[config.mk]
export PLATFORM = sky130hd
export DESIGN_NAME = i2of5_bar_width_encoder_unit
export DESIGN_NICKNAME = d
export VERILOG_FILES = /design/src/design/i2of5_pkg.sv /design/src/design/i2of5_bar_width_encoder_unit.sv /design/src/design/i2of5_div.sv /design/src/design/i2of5_front.sv /design/src/design/i2of5_queue.sv /design/src/design/i2of5_back.sv
export SDC_FILE = /design/constraint.sdc
export NUM_CORES = 1
export LEC_CHECK = 0
export BUFFER_PORTS_ARGS = -buffer_cell sky130_fd_sc_hd__buf_2
export CORE_MARGIN = 2
export CORE_UTILIZATION = 45
export DETAILED_ROUTE_END_ITERATION = 12
export PLACE_DENSITY = 0.74
export SETUP_SLACK_MARGIN = 0.15
export SLEW_MARGIN = 20
export SYNTH_ARGS = -nofsm -noshare
export SYNTH_HDL_FRONTEND = slang
export SYNTH_SLANG_ARGS = --single-unit
[constraint.sdc]
create_clock -name clk -period 7.2 [get_ports clk]
set_clock_uncertainty 0.1 [all_clocks]
set_input_delay 1.44 -clock clk [delete_from_list [all_inputs] [get_ports clk]]
set_output_delay 1.44 -clock clk [all_outputs]
set_load 0.01 [all_outputs]
[src/design/i2of5_pkg.sv]
// i2of5_pkg: shared types, constants and helper functions for the
// interleaved 2 of 5 bar width encoder. No dependencies.
package i2of5_pkg;

  // largest pair count the sizing logic accepts
  localparam int MaxPairs = 32;

  // configuration register indexes
  localparam logic [1:0] CFG_DESIRED_WIDTH = 2'd0;
  localparam logic [1:0] CFG_PAIR_COUNT    = 2'd1;

  // result status codes
  typedef enum logic [1:0] {
    ST_OK         = 2'd0,
    ST_BAD_DIGIT  = 2'd1,
    ST_TOO_SMALL  = 2'd2,
    ST_ZERO_WIDTH = 2'd3
  } status_t;

  // command passed from the front to the back through the queue
  typedef struct packed {
    status_t     status;
    logic        start;    // send the four start elements first
    logic        last;     // send the stop elements after the pair
    logic [9:0]  pattern;  // interleaved wide marks, first element in bit 9
    logic [15:0] narrow_px;
    logic [15:0] wide_px;
    logic [15:0] total_px;
  } cmd_t;

  // front sequencer states
  typedef enum logic [2:0] {
    F_IDLE,
    F_EVAL,
    F_DIV12,
    F_MUL12,
    F_DIV25,
    F_MUL25,
    F_PUSH
  } fstate_t;

  // bar pattern of one digit, wide bars at the odd bits
  function automatic logic [9:0] bar_code(input logic [3:0] d);
    logic [9:0] r;
    case (d)
      4'd0:    r = 10'h028;
      4'd1:    r = 10'h202;
      4'd2:    r = 10'h082;
      4'd3:    r = 10'h280;
      4'd4:    r = 10'h022;
      4'd5:    r = 10'h220;
      4'd6:    r = 10'h0a0;
      4'd7:    r = 10'h00a;
      4'd8:    r = 10'h208;
      4'd9:    r = 10'h088;
      default: r = 10'h000;
    endcase
    return r;
  endfunction

  // true when the character is not an ascii digit
  function automatic logic digit_bad(input logic [7:0] c);
    return (c < 8'h30) || (c > 8'h39);
  endfunction

  // bars from the first digit, spaces from the second
  function automatic logic [9:0] pair_pattern(input logic [7:0] c1, input logic [7:0] c2);
    logic [9:0] b;
    logic [9:0] s;
    b = bar_code(c1[3:0]);
    s = bar_code(c2[3:0]);
    return b | (s >> 1);
  endfunction

  // pair count limited to 1..MaxPairs
  function automatic logic [5:0] pairs_clamped(input logic [5:0] p);
    logic [5:0] r;
    r = p;
    if (p == 6'd0) r = 6'd1;
    if (p > 6'(MaxPairs)) r = 6'(MaxPairs);
    return r;
  endfunction

  // minimum width with a 1:2 ratio: 14 * pairs + 8
  function automatic logic [8:0] min_width12(input logic [5:0] p);
    return {p, 3'b000} + {1'b0, p, 2'b00} + {2'b00, p, 1'b0} + 9'd8;
  endfunction

  // minimum width with a 2:5 ratio: 32 * pairs + 17
  function automatic logic [10:0] min_width25(input logic [5:0] p);
    return {p, 5'b00000} + 11'd17;
  endfunction

endpackage

[src/design/i2of5_bar_width_encoder_unit.sv]
// i2of5_bar_width_encoder_unit: top level of the interleaved 2 of 5 bar
// width encoder. Uses i2of5_pkg, i2of5_front, i2of5_queue, i2of5_back.
//
// Usage: each input word carries one digit pair (bars digit, spaces digit)
// with tlast on the final pair of a message. Each output word is one bar or
// space: its width in pixels, wide and bar flags, and the message total.
// tuser gives the status; tlast marks the last word of a message or an
// error word. An error gives one word, then words are dropped up to the
// next pair marked last. Write desired_width and pair_count only while idle.
// Throughput is set by the back end, one element word per cycle while
// the receiver accepts and commands are queued: 10 words per pair, 4
// more on the first pair and 3 more on the last one. The front sizes
// a message on its first pair, where one bit-serial divider runs for the
// 1:2 ratio and again for 2:5 when that ratio fits. A two-entry command
// queue lets the front take the next pair while the back still sends. A
// stalled receiver holds the output register; the queue then fills and
// the input stops. Reset (rst, synchronous) clears the message state and
// the queue and sets desired_width to 0 and pair_count to 1.
module i2of5_bar_width_encoder_unit (
  input  logic        clk,
  input  logic        rst,
  input  logic        s_tvalid,
  output logic        s_tready,
  input  logic [15:0] s_tdata,   // first_char[7:0], second_char[15:8]
  input  logic        s_tlast,   // last_pair
  output logic        m_tvalid,
  input  logic        m_tready,
  output logic [39:0] m_tdata,   // element_px[15:0], is_wide[16], is_bar[17], total_px[33:18]
  output logic [1:0]  m_tuser,   // status[1:0]
  output logic        m_tlast,   // end_of_run
  input  logic        cfg_we,
  input  logic [1:0]  cfg_index,
  input  logic [15:0] cfg_data
);

  logic            q_push;
  logic            q_full;
  logic            q_pop;
  logic            q_valid;
  i2of5_pkg::cmd_t q_in;
  i2of5_pkg::cmd_t q_head;

  i2of5_front u_front (
    .clk       (clk),
    .rst       (rst),
    .s_tvalid  (s_tvalid),
    .s_tready  (s_tready),
    .s_tdata   (s_tdata),
    .s_tlast   (s_tlast),
    .cfg_we    (cfg_we),
    .cfg_index (cfg_index),
    .cfg_data  (cfg_data),
    .q_full    (q_full),
    .q_push    (q_push),
    .q_cmd     (q_in)
  );

  i2of5_queue u_queue (
    .clk        (clk),
    .rst        (rst),
    .push       (q_push),
    .push_cmd   (q_in),
    .full       (q_full),
    .pop        (q_pop),
    .head_valid (q_valid),
    .head_cmd   (q_head)
  );

  i2of5_back u_back (
    .clk        (clk),
    .rst        (rst),
    .head_valid (q_valid),
    .head_cmd   (q_head),
    .pop        (q_pop),
    .m_tvalid   (m_tvalid),
    .m_tready   (m_tready),
    .m_tdata    (m_tdata),
    .m_tuser    (m_tuser),
    .m_tlast    (m_tlast)
  );

endmodule

[src/design/i2of5_div.sv]
// i2of5_div: restoring divider, one quotient bit per cycle, for the
// message sizing. Depends on nothing.
module i2of5_div (
  input  logic        clk,
  input  logic        rst,
  input  logic        start,
  input  logic [15:0] dividend,
  input  logic [10:0] divisor,
  output logic        done,
  output logic [15:0] quotient
);

  logic        busy;
  logic [3:0]  cnt;
  logic [10:0] rem;
  logic [10:0] dvs;
  logic [15:0] quo;
  logic [11:0] trial;
  logic        ge;
  logic [11:0] diff;

  // one trial subtract per cycle
  always_comb begin
    trial = {rem, quo[15]};
    ge    = trial >= {1'b0, dvs};
    diff  = trial - {1'b0, dvs};
  end

  // iteration control
  always_ff @(posedge clk) begin
    if (rst) begin
      busy <= 1'b0;
      done <= 1'b0;
    end else begin
      done <= 1'b0;
      if (start) begin
        busy <= 1'b1;
      end else if (busy && cnt == 4'd0) begin
        busy <= 1'b0;
        done <= 1'b1;
      end
    end
  end

  // datapath
  always_ff @(posedge clk) begin
    if (start) begin
      cnt <= 4'd15;
      rem <= '0;
      quo <= dividend;
      dvs <= divisor;
    end else if (busy) begin
      cnt <= cnt - 4'd1;
      rem <= ge ? diff[10:0] : trial[10:0];
      quo <= {quo[14:0], ge};
    end
  end

  assign quotient = quo;

endmodule

[src/design/i2of5_front.sv]
// i2of5_front: accepts digit pairs, holds the configuration registers,
// sizes each message and queues commands. Uses i2of5_pkg and i2of5_div.
module i2of5_front (
  input  logic              clk,
  input  logic              rst,
  input  logic              s_tvalid,
  output logic              s_tready,
  input  logic [15:0]       s_tdata,
  input  logic              s_tlast,
  input  logic              cfg_we,
  input  logic [1:0]        cfg_index,
  input  logic [15:0]       cfg_data,
  input  logic              q_full,
  output logic              q_push,
  output i2of5_pkg::cmd_t   q_cmd
);

  i2of5_pkg::fstate_t state, state_next;

  logic [15:0] desired_width;
  logic [5:0]  pair_count;
  logic [7:0]  first_char;
  logic [7:0]  second_char;
  logic        last_pair;
  logic        started;
  logic        dropping;
  logic [15:0] narrow_px;
  logic [15:0] wide_px;
  logic [15:0] total_width;
  logic [15:0] quo12;
  logic [15:0] quo25;
  logic [15:0] t12;
  logic [15:0] t25;
  logic        have25;

  logic [5:0]  p_eff;
  logic [8:0]  min12;
  logic [10:0] min25;
  logic        pair_bad;
  logic        fits25;
  logic        use25;
  logic [15:0] prod12;
  logic [15:0] prod25;
  logic        eval_err;
  i2of5_pkg::status_t eval_status;

  logic        div_start;
  logic [10:0] div_divisor;
  logic        div_done;
  logic [15:0] div_q;

  i2of5_div u_div (
    .clk      (clk),
    .rst      (rst),
    .start    (div_start),
    .dividend (desired_width),
    .divisor  (div_divisor),
    .done     (div_done),
    .quotient (div_q)
  );

  // sizing terms and item classification
  always_comb begin
    p_eff    = i2of5_pkg::pairs_clamped(pair_count);
    min12    = i2of5_pkg::min_width12(p_eff);
    min25    = i2of5_pkg::min_width25(p_eff);
    pair_bad = i2of5_pkg::digit_bad(first_char) || i2of5_pkg::digit_bad(second_char);
    fits25   = {5'b0, min25} <= desired_width;
    use25    = have25 && (t25 >= t12);
    // quotient times divisor never exceeds the 16-bit dividend
    prod12   = quo12 * {7'b0, min12};
    prod25   = quo25 * {5'b0, min25};
    eval_err    = 1'b0;
    eval_status = i2of5_pkg::ST_OK;
    if (!started) begin
      if (desired_width == 16'd0) begin
        eval_err    = 1'b1;
        eval_status = i2of5_pkg::ST_ZERO_WIDTH;
      end else if (desired_width < {7'b0, min12}) begin
        eval_err    = 1'b1;
        eval_status = i2of5_pkg::ST_TOO_SMALL;
      end else if (pair_bad) begin
        eval_err    = 1'b1;
        eval_status = i2of5_pkg::ST_BAD_DIGIT;
      end
    end else if (pair_bad) begin
      eval_err    = 1'b1;
      eval_status = i2of5_pkg::ST_BAD_DIGIT;
    end
  end

  // next state
  always_comb begin
    state_next = state;
    case (state)
      i2of5_pkg::F_IDLE: begin
        if (s_tvalid) state_next = i2of5_pkg::F_EVAL;
      end
      i2of5_pkg::F_EVAL: begin
        if (dropping) state_next = i2of5_pkg::F_IDLE;
        else if (!started && !eval_err) state_next = i2of5_pkg::F_DIV12;
        else if (!q_full) state_next = i2of5_pkg::F_IDLE;
      end
      i2of5_pkg::F_DIV12: begin
        if (div_done) state_next = i2of5_pkg::F_MUL12;
      end
      i2of5_pkg::F_MUL12: begin
        state_next = fits25 ? i2of5_pkg::F_DIV25 : i2of5_pkg::F_PUSH;
      end
      i2of5_pkg::F_DIV25: begin
        if (div_done) state_next = i2of5_pkg::F_MUL25;
      end
      i2of5_pkg::F_MUL25: state_next = i2of5_pkg::F_PUSH;
      i2of5_pkg::F_PUSH: begin
        if (!q_full) state_next = i2of5_pkg::F_IDLE;
      end
      default: state_next = i2of5_pkg::F_IDLE;
    endcase
  end

  // outputs
  always_comb begin
    s_tready         = state == i2of5_pkg::F_IDLE;
    q_push           = 1'b0;
    div_start        = 1'b0;
    div_divisor      = {2'b0, min12};
    q_cmd.status     = eval_status;
    q_cmd.start      = 1'b0;
    q_cmd.last       = last_pair;
    q_cmd.pattern    = i2of5_pkg::pair_pattern(first_char, second_char);
    q_cmd.narrow_px  = narrow_px;
    q_cmd.wide_px    = wide_px;
    q_cmd.total_px   = total_width;
    case (state)
      i2of5_pkg::F_EVAL: begin
        if (!dropping) begin
          if (!started && !eval_err) div_start = 1'b1;
          else q_push = !q_full;
        end
      end
      i2of5_pkg::F_MUL12: begin
        div_start   = fits25;
        div_divisor = min25;
      end
      i2of5_pkg::F_PUSH: begin
        q_push       = !q_full;
        q_cmd.status = i2of5_pkg::ST_OK;
        q_cmd.start  = 1'b1;
        if (use25) begin
          q_cmd.narrow_px = {quo25[14:0], 1'b0};
          q_cmd.wide_px   = quo25 + {quo25[13:0], 2'b00};
          q_cmd.total_px  = t25;
        end else begin
          q_cmd.narrow_px = quo12;
          q_cmd.wide_px   = {quo12[14:0], 1'b0};
          q_cmd.total_px  = t12;
        end
      end
      default: ;
    endcase
  end

  // control registers
  always_ff @(posedge clk) begin
    if (rst) begin
      state         <= i2of5_pkg::F_IDLE;
      desired_width <= '0;
      pair_count    <= 6'd1;
      started       <= 1'b0;
      dropping      <= 1'b0;
      narrow_px     <= '0;
      wide_px       <= '0;
      total_width   <= '0;
    end else begin
      state <= state_next;
      if (cfg_we) begin
        case (cfg_index)
          i2of5_pkg::CFG_DESIRED_WIDTH: desired_width <= cfg_data;
          i2of5_pkg::CFG_PAIR_COUNT:    pair_count    <= cfg_data[5:0];
          default: ;
        endcase
      end
      // message tracking at evaluation
      if (state == i2of5_pkg::F_EVAL) begin
        if (dropping) begin
          if (last_pair) dropping <= 1'b0;
        end else if (q_push) begin
          if (eval_err) begin
            started  <= 1'b0;
            dropping <= !last_pair;
          end else begin
            started <= !last_pair;
          end
        end
      end
      // sizing result of the first pair
      if (state == i2of5_pkg::F_PUSH && q_push) begin
        started     <= !last_pair;
        narrow_px   <= q_cmd.narrow_px;
        wide_px     <= q_cmd.wide_px;
        total_width <= q_cmd.total_px;
      end
    end
  end

  // item and sizing datapath
  always_ff @(posedge clk) begin
    if (s_tvalid && s_tready) begin
      first_char  <= s_tdata[7:0];
      second_char <= s_tdata[15:8];
      last_pair   <= s_tlast;
    end
    if (state == i2of5_pkg::F_DIV12 && div_done) quo12 <= div_q;
    if (state == i2of5_pkg::F_DIV25 && div_done) quo25 <= div_q;
    if (state == i2of5_pkg::F_MUL12) begin
      t12    <= prod12;
      have25 <= fits25;
    end
    if (state == i2of5_pkg::F_MUL25) t25 <= prod25;
  end

endmodule

[src/design/i2of5_queue.sv]
// i2of5_queue: two-entry command queue between front and back.
// Uses i2of5_pkg for the command type.
module i2of5_queue (
  input  logic            clk,
  input  logic            rst,
  input  logic            push,
  input  i2of5_pkg::cmd_t push_cmd,
  output logic            full,
  input  logic            pop,
  output logic            head_valid,
  output i2of5_pkg::cmd_t head_cmd
);

  i2of5_pkg::cmd_t entry [2];
  logic       wr_ptr;
  logic       rd_ptr;
  logic [1:0] count;
  logic       do_push;
  logic       do_pop;

  assign full       = count == 2'd2;
  assign head_valid = count != 2'd0;
  assign head_cmd   = entry[rd_ptr];
  assign do_push    = push && !full;
  assign do_pop     = pop && head_valid;

  // pointers and fill count
  always_ff @(posedge clk) begin
    if (rst) begin
      wr_ptr <= 1'b0;
      rd_ptr <= 1'b0;
      count  <= '0;
    end else begin
      if (do_push) wr_ptr <= !wr_ptr;
      if (do_pop) rd_ptr <= !rd_ptr;
      case ({do_push, do_pop})
        2'b10:   count <= count + 2'd1;
        2'b01:   count <= count - 2'd1;
        default: count <= count;
      endcase
    end
  end

  // storage
  always_ff @(posedge clk) begin
    if (do_push) entry[wr_ptr] <= push_cmd;
  end

endmodule

[src/design/i2of5_back.sv]
// i2of5_back: walks each queued command and sends one element word per
// cycle while the receiver accepts, through an output register. Uses i2of5_pkg.
module i2of5_back (
  input  logic            clk,
  input  logic            rst,
  input  logic            head_valid,
  input  i2of5_pkg::cmd_t head_cmd,
  output logic            pop,
  output logic            m_tvalid,
  input  logic            m_tready,
  output logic [39:0]     m_tdata,
  output logic [1:0]      m_tuser,
  output logic            m_tlast
);

  // element positions: start 0..3, pair 4..13, stop 14..16
  localparam logic [4:0] PosPair  = 5'd4;
  localparam logic [4:0] PosPairEnd = 5'd13;
  localparam logic [4:0] PosStopWide = 5'd14;
  localparam logic [4:0] PosEnd   = 5'd16;

  logic        busy;
  logic [4:0]  pos;
  logic [4:0]  pos_cur;
  logic [4:0]  pos_end;
  logic [4:0]  off;
  logic        is_err;
  logic        load;
  logic        wide;
  logic        fin;

  // current element
  always_comb begin
    pos_cur = busy ? pos : (head_cmd.start ? 5'd0 : PosPair);
    pos_end = head_cmd.last ? PosEnd : PosPairEnd;
    off     = PosPairEnd - pos_cur;
    is_err  = head_cmd.status != i2of5_pkg::ST_OK;
    if (pos_cur < PosPair) wide = 1'b0;
    else if (pos_cur <= PosPairEnd) wide = head_cmd.pattern[off[3:0]];
    else wide = pos_cur == PosStopWide;
    load = head_valid && (!m_tvalid || m_tready);
    fin  = is_err || pos_cur == pos_end;
    pop  = load && fin;
  end

  // position tracking
  always_ff @(posedge clk) begin
    if (rst) begin
      busy     <= 1'b0;
      m_tvalid <= 1'b0;
    end else begin
      if (load) begin
        busy     <= !fin;
        m_tvalid <= 1'b1;
      end else if (m_tready) begin
        m_tvalid <= 1'b0;
      end
    end
  end

  // output word register
  always_ff @(posedge clk) begin
    if (load) begin
      pos <= pos_cur + 5'd1;
      if (is_err) begin
        m_tdata <= '0;
        m_tuser <= head_cmd.status;
        m_tlast <= 1'b1;
      end else begin
        m_tdata <= {6'b0, head_cmd.total_px, !pos_cur[0], wide,
                    wide ? head_cmd.wide_px : head_cmd.narrow_px};
        m_tuser <= i2of5_pkg::ST_OK;
        m_tlast <= pos_cur == PosEnd;
      end
    end
  end

endmodule

==> qor.yml, run 1 <==
status: "finished, final reports clean"
max_freq_mhz: 147.0
yosys_most_used_dff: "edfxtp_1"
gr-total-overflow: 0
mostFrequentLayoutCell: "edfxtp_1"
worst_slew_pin_slew_ns: 1.071
ys_ff_latch: 383
n_antenna_cell: 0
post-route-period-util_pct: 94.46
crit_path_end_kind: "register"
ys_types: 73
slowest_stage: "fa_1"
routed_wl_um: 47880
multi_input_area_mm2: 0.01062
dieArea_mm2: 0.05071
r2r_end: "u_front.t12[15]"
fin_setup_tns_ns: 0
reg2reg_from: "u_front.pair_count[4]"
seq_area_mm2: 0.01041
clk_latency_ns: 0.58
drt_iter0_drc: 941
grt.total_usage_pct: 19.20
synth-seq-area-share_pct: 47.29
synthArstFlopShare_pct: 0
arrival_ns: 7.00
initial_utilization_pct: 45.25
cts_hold_buf: 0
r2r_cells: 27
layout-drive-gt1-share_pct: 11.31
busiest_layer: "met2"
power.leakage_uw: 0.009905
vdd_ir_drop_max_mv: 0.1687
power_per_cell_area_mw_per_mm2: 267.8
vias_per_cell: 5.415
die_w_um: 225.2
gr-usage-met1_pct: 25.88
stdcell_area_mm2: 0.02442
hold_path.class: "reg -> reg"
required_ns: 7.40
remaining_drc_errors: 0
avgSynthCellArea_um2: 11.14
fp.dieH_um: 225.2
final_util_pct: 50.21
num-fill-cells: 4216
htreeDepth: 2
syn_area_mm2: 0.02201
synth_warnings: 0
synthToLayoutAreaGrowth_pct: 10.95
maxSlewViolCount: 0
ys_top_cells_by_area: "edfxtp_1 (37%), dfxtp_1 (9.9%), fa_1 (9.1%)"
min_from: "u_front.q_cmd[53]"
startpoint_type: "register"
grt_use_met3_pct: 3.716
placed_cell_area_mm2: 0.02304
io_buffers: 78
finalSetupViolCount: 0
layout_common_cells: "edfxtp_1 (274), nand2_1 (205), inv_1 (182)"
critPathKind: "reg -> reg"
synth_top_area_share_pct: 37.37
grt_max_degree: 99
antenna_found_initial: 1
cts_tree: "built"
max_cap_viol_count: 0
cts_max_path_buffers: 3
coreArea_mm2: 0.04865
gr-usage-met2_pct: 30.79
cts.sinks: 383
gp_congestion: 0.8886
fin_hold_ws_ns: 0.3289
vias: 14573
synth-edff-count: 274
whs_path_depth: 0
grt_first_pass_wirelength_um: 76420
hold_viol: 0
ioPinCount: 85
path_clk_slew_ns: 0.06
ant_nets: 0
period_needed_ns: 6.801
hpwl_um: 34780
grt_pass1_vias: 14604
first_pass_iters: 5
hold_end: "u_queue.entry[0][53]"
yosys.area.top_type: "edfxtp_1"
fin_nets: 2331
cts_buffers: 39
wire_per_inst_um: 17.79
placementRows: 81
root_buffer: "clkbuf_16"
syn-instance-count: 1977
ff2ff_setup_slack_ns: 0.40
critPathMaxFanout: 9
rsz0062_at_grt: "no"
cpPeakStageDelay_ns: 0.54
slew_headroom_pct: 28.47
-- synthesized netlist by cell type (all sizes together) (7+ instances only) --
cell type  count
dfxtp        109
o21a          11
a21oi         94
nor4           8
mux4          19
a21o          16
nor3          21
mux2i         68
nor2b         21
ha           153
nand2b        15
xor2          24
and2          94
and2b          7
xnor2         57
nand2        206
inv          183
o31ai          8
nand4          8
nor2         151
clkbuf        61
o21ai        102
buf           28
edfxtp       274
nand3         19
a211oi        48
fa           100
-- through the flow --
stage | power, uW | worst slack [ns] | std cells
3_5_place_dp | 4466 | 0.2513 | 2617
3_3_place_gp | 4393 | 0.4975 | 2617
4_1_cts | 6559 | 0.2166 | 2689
5_1_grt | 6894 | 0.1521 | 2691
6_report | 6540 | 0.3987 | 2691
2_1_floorplan | 4010 | 0.01512 | 1982
-- report_power, final --
part / leakage (uW) / internal [uW] / total, uW / switching (uW)
Combinational: 0.00584 / 737 / 1710 / 971
Sequential: 0.00343 / 2650 / 2740 / 87.6
Clock: 0.000640 / 1240 / 2090 / 859
Total: 0.00991 / 4620 / 6540 / 1920
-- sequential cells by signal (all words and copies together), names as in the netlist, 4 cells and up, named ones only --
| register | cells |
|---|---|
| u_front.t25 | 16 |
| u_front.quo25 | 16 |
| u_front.quo12 | 16 |
| u_front.total_width | 16 |
| u_front.q_cmd | 10 |
| u_front.u_div.dvs | 11 |
| u_front.wide_px | 16 |
| u_front.narrow_px | 16 |
| u_back.m_tdata | 34 |
| u_front.pair_count | 6 |
| u_queue.entry | 124 |
| u_front.first_char | 8 |
| u_front.desired_width | 16 |
| u_front.t12 | 15 |
| u_back.pos | 5 |
| u_front.u_div.cnt | 4 |
| u_front.u_div.rem | 11 |
| u_front.u_div.quotient | 16 |
| u_front.second_char | 8 |
-- worst max-delay path, delay by kind of cell (launching register included) --
family / cells / cell delay (ns)
compound gates: 6 / 0.98
xor+xnor: 2 / 0.24
fa+ha+maj: 9 / 3.46
buf+inv: 6 / 0.66
flops: 1 / 0.35
simple gates: 4 / 0.76
-- how the worst max path moves through the flow --
| stage | startpoint | end | cells past startpoint | slack [ns] |
|---|---|---|---|---|
| after global routing | u_front.pair_count[4] | u_front.t12[15] | 27 | 0.15 |
| after CTS | u_front.pair_count[1] | u_front.t12[15] | 27 | 0.22 |
| after global placement | u_front.pair_count[5] | u_front.t12[15] | 22 | 0.50 |
| after detailed placement | u_front.pair_count[5] | u_front.t12[15] | 22 | 0.25 |
| after floorplan | u_front.pair_count[1] | u_queue.entry[0][0] | 19 | 0.02 |
| final | u_front.pair_count[4] | u_front.t12[15] | 27 | 0.40 |
-- timing repair --
item	4_1_cts	5_1_grt
gates resized for setup	0	12
endpoints found under the setup margin	0	3
setup buffers	0	2
-- metal layers --
layer / vias to the layer above / routed length, um
li1: 6918 / -
met1: 7131 / 20980
met2: 417 / 22070
met3: 105 / 3152
met4: 2 / 1662
met5: - / 13
-- cell families (layout without fill, tap and decap cells) --
group                      after synthesis  after routing  synth area share, %
adders and majority gates              254            254                17.84
and+or+nand+nor                        579            579                12.44
xor gates and xnor gates                81             81                3.223
DFF                                    383            383                47.29
buffers and inverters                  273            360                5.024
AOI/OAI and AO/OA                      313            313                8.832
muxes                                   93             93                5.342
other                                    1              6              0.01703
-- final cells by class --
class	count	share of cell area [%]
clock buffers	52	4.534
multi-input cells	1326	43.49
clock inverters	20	0.9170
repair buffers	104	2.397
inverters	184	2.848
well taps	622	3.186
flip-flops and latches	383	42.63
No activity file was read; power rests on OpenSTA's default activity.
==> run 2: changes to the inputs <==
--- a/config.mk
+++ b/config.mk
@@ -11,6 +11,7 @@
 export DETAILED_ROUTE_END_ITERATION = 12
 export PLACE_DENSITY = 0.74
 export SETUP_SLACK_MARGIN = 0.15
+export SKIP_LAST_GASP = 1
 export SLEW_MARGIN = 20
 export SYNTH_ARGS = -nofsm -noshare
 export SYNTH_HDL_FRONTEND = slang
==> constraint.sdc (replaced) <==
create_clock -name clk -period 5.55 [get_ports clk]
set_clock_uncertainty 0.1 [all_clocks]
set_input_delay 1.11 -clock clk [delete_from_list [all_inputs] [get_ports clk]]
set_output_delay 1.11 -clock clk [all_outputs]
set_load 0.01 [all_outputs]
==> run 2 against run 1 <==
The flow now finishes with violations (setup timing). Via count up 2.1%. Largest cell class unchanged. Worst hold slack got worse by 0.0014 ns. Sequential power is 30% higher. Largest power group unchanged. Highest routed layer unchanged. Final cell count up 3.1%.
==> qor.yml, run 2 (same netlist as run 1, synthesis figures left out) <==
status: "complete, but fails checks"
violations: "setup timing"
worst_slew_pin_slew_ns: 1.028
placementRows: 81
hpwl_um: 34630
htreeDepth: 2
initial_utilization_pct: 45.25
highest_layer: "met5"
ant_nets: 0
met3_length_um: 2536
cts_buffers: 40
critPathKind: "reg -> reg"
max_freq_mhz: 164.7
power_per_cell_area_mw_per_mm2: 351.3
vias: 14878
maxSlewViolCount: 0
first_pass_iters: 5
slew_headroom_pct: 31.39
root_buffer: "clkbuf_16"
max_cap_viol_count: 0
dpl.cell_count: 2666
period_needed_ns: 6.071
remaining_drc_errors: 0
top_register: "u_queue.entry"
coreArea_mm2: 0.04865
num-fill-cells: 4090
cts_tree: "built"
wl_met2_um: 22920
arrival_ns: 6.28
required_ns: 5.76
ioPinCount: 85
grt.total_usage_pct: 18.95
n_antenna_cell: 0
reg2reg_from: "u_front.pair_count[2]"
layout-drive-gt1-share_pct: 17.28
final_cells: 2775
reg_top3: "u_queue.entry (124), u_back.m_tdata (34)"
rsz0062_at_grt: "yes"
cts_max_path_buffers: 3
ff2ff_setup_slack_ns: -0.52
worstSetupStartpoint: "u_front.pair_count[2]"
power.leakage_uw: 0.01044
fp.dieH_um: 225.2
mostFrequentLayoutCell: "edfxtp_1"
startpoint_type: "register"
antenna_found_initial: 1
timing.final.ws_setup_ns: -0.5205
largest_reg_flops: 124
gr-total-overflow: 0
cts_hold_buf: 0
hold_path.class: "reg -> reg"
drt_iter0_drc: 933
io_buffers: 78
synthToLayoutAreaGrowth_pct: 16.04
crit_path_end_kind: "register"
routed_wl_um: 48000
die_w_um: 225.2
grt_max_degree: 99
cts.sinks: 383
dp_slack_ns: -0.6406
gp_congestion: 0.9039
wire_per_inst_um: 17.30
hold_viol: 0
clk_latency_ns: 0.56
crit_path_end: "u_front.t12[15]"
r2r_end: "u_front.t12[15]"
wl_met1_um: 21310
vdd_ir_drop_max_mv: 0.2104
finalSetupViolCount: 7
post-route-period-util_pct: 109.4
dieArea_mm2: 0.05071
vias_per_cell: 5.361
critPathMaxFanout: 7
r2r_cells: 26
grt_first_pass_wirelength_um: 76250
path_clk_slew_ns: 0.06
grt_pass1_vias: 14821
fin_nets: 2414
layout_common_cells: "edfxtp_1 (274), nand2_1 (204), inv_1 (176)"
==> run 2: changes by cell type in the layout (fill, tap and decap cells not counted), sizes merged <==
cell	change
buf	+80
bufinv	+2
clkbuf	-2
clkinv	+5
clkinvlp	-2
inv	+1
==> run 2: where the power goes <==
group / internal, uW / total, uW / switching (uW) / leakage [uW]
clock: 1650 / 2770 / 1120 / 0.000657
combinational: 1270 / 2650 / 1380 / 0.00636
sequential: 3440 / 3560 / 119 / 0.00343
total: 6350 / 8970 / 2620 / 0.0104
==> run 2: worst min path at each step <==
stage / startpoint / end / slack, ns / depth (start not counted)
global route: u_front.q_cmd[53] / u_queue.entry[1][53] / 0.34 / 0
detailed placement: u_front.q_cmd[53] / u_queue.entry[0][53] / 0.31 / 0
floorplan: u_front.q_cmd[48] / u_queue.entry[0][48] / 0.30 / 0
global placement: u_front.q_cmd[53] / u_queue.entry[0][53] / 0.31 / 0
finish: u_front.q_cmd[53] / u_queue.entry[0][53] / 0.33 / 0
CTS: u_front.q_cmd[53] / u_queue.entry[1][53] / 0.33 / 0
==> run 2: per-layer routing <==
layer / track usage [%] / up-vias
li1: - / 7087
met1: 25.69 / 7309
met2: 31.27 / 389
met3: 3.051 / 91
met4: 5.918 / 2
met5: 0 / -
==> run 2: critical path, cell delays in order (launching register included) <==
cell	delay [ns]
dfxtp_4	0.35
nor4_4	0.27
nor2_1	0.08
nor2_2	0.15
clkinv_2	0.10
ha_4	0.17
ha_4	0.14
or2_4	0.23
ha_4	0.16
fa_2	0.33
a21o_1	0.19
a21oi_2	0.16
xnor2_2	0.20
nand2_1	0.12
fa_1	0.52
fa_1	0.44
fa_1	0.49
fa_1	0.51
inv_2	0.05
ha_4	0.26
inv_2	0.04
o21ai_2	0.12
a21o_1	0.14
a21oi_2	0.06
o21a_1	0.20
o21ai_2	0.15
xnor2_1	0.10
==> run 2: what timing repair did <==
action / CTS / global route
pin swaps: 37 / 30
setup buffers: 2 / 30
cloned: 0 / 2
gates resized for setup: 21 / 29
endpoints found under the setup margin: 148 / 152
hold endpoints to repair: 0 / 0
==> run 2: area by class of cell <==
class	instances	area (um2)	area share, %
multi-input combinational	1326	10930	42.79
sequential	383	10420	40.80
tap	622	778.2	3.046
clock buffer	49	1056	4.134
timing repair inverter	1	8.758	0.03429
timing repair buffer	185	1344	5.260
clock inverter	25	300.3	1.175
inverter	184	704.4	2.758
==> run 2: stage by stage <==
| step | util [%] | total power (uW) | TNS [ns] | hold slack [ns] | area [um2] |
|---|---|---|---|---|---|
| CTS | 51.55 | 8922 | -2.241 | 0.3286 | 25080 |
| finish | 52.51 | 8974 | -2.267 | 0.3275 | 25550 |
| global route | 52.51 | 9467 | -3.755 | 0.3442 | 25550 |
| global placement | 48.54 | 5990 | -2.472 | 0.3084 | 23610 |
| detailed placement | 48.54 | 6091 | -3.356 | 0.3139 | 23610 |
| floorplan | - | 5319 | -48.67 | 0.3037 | 22210 |
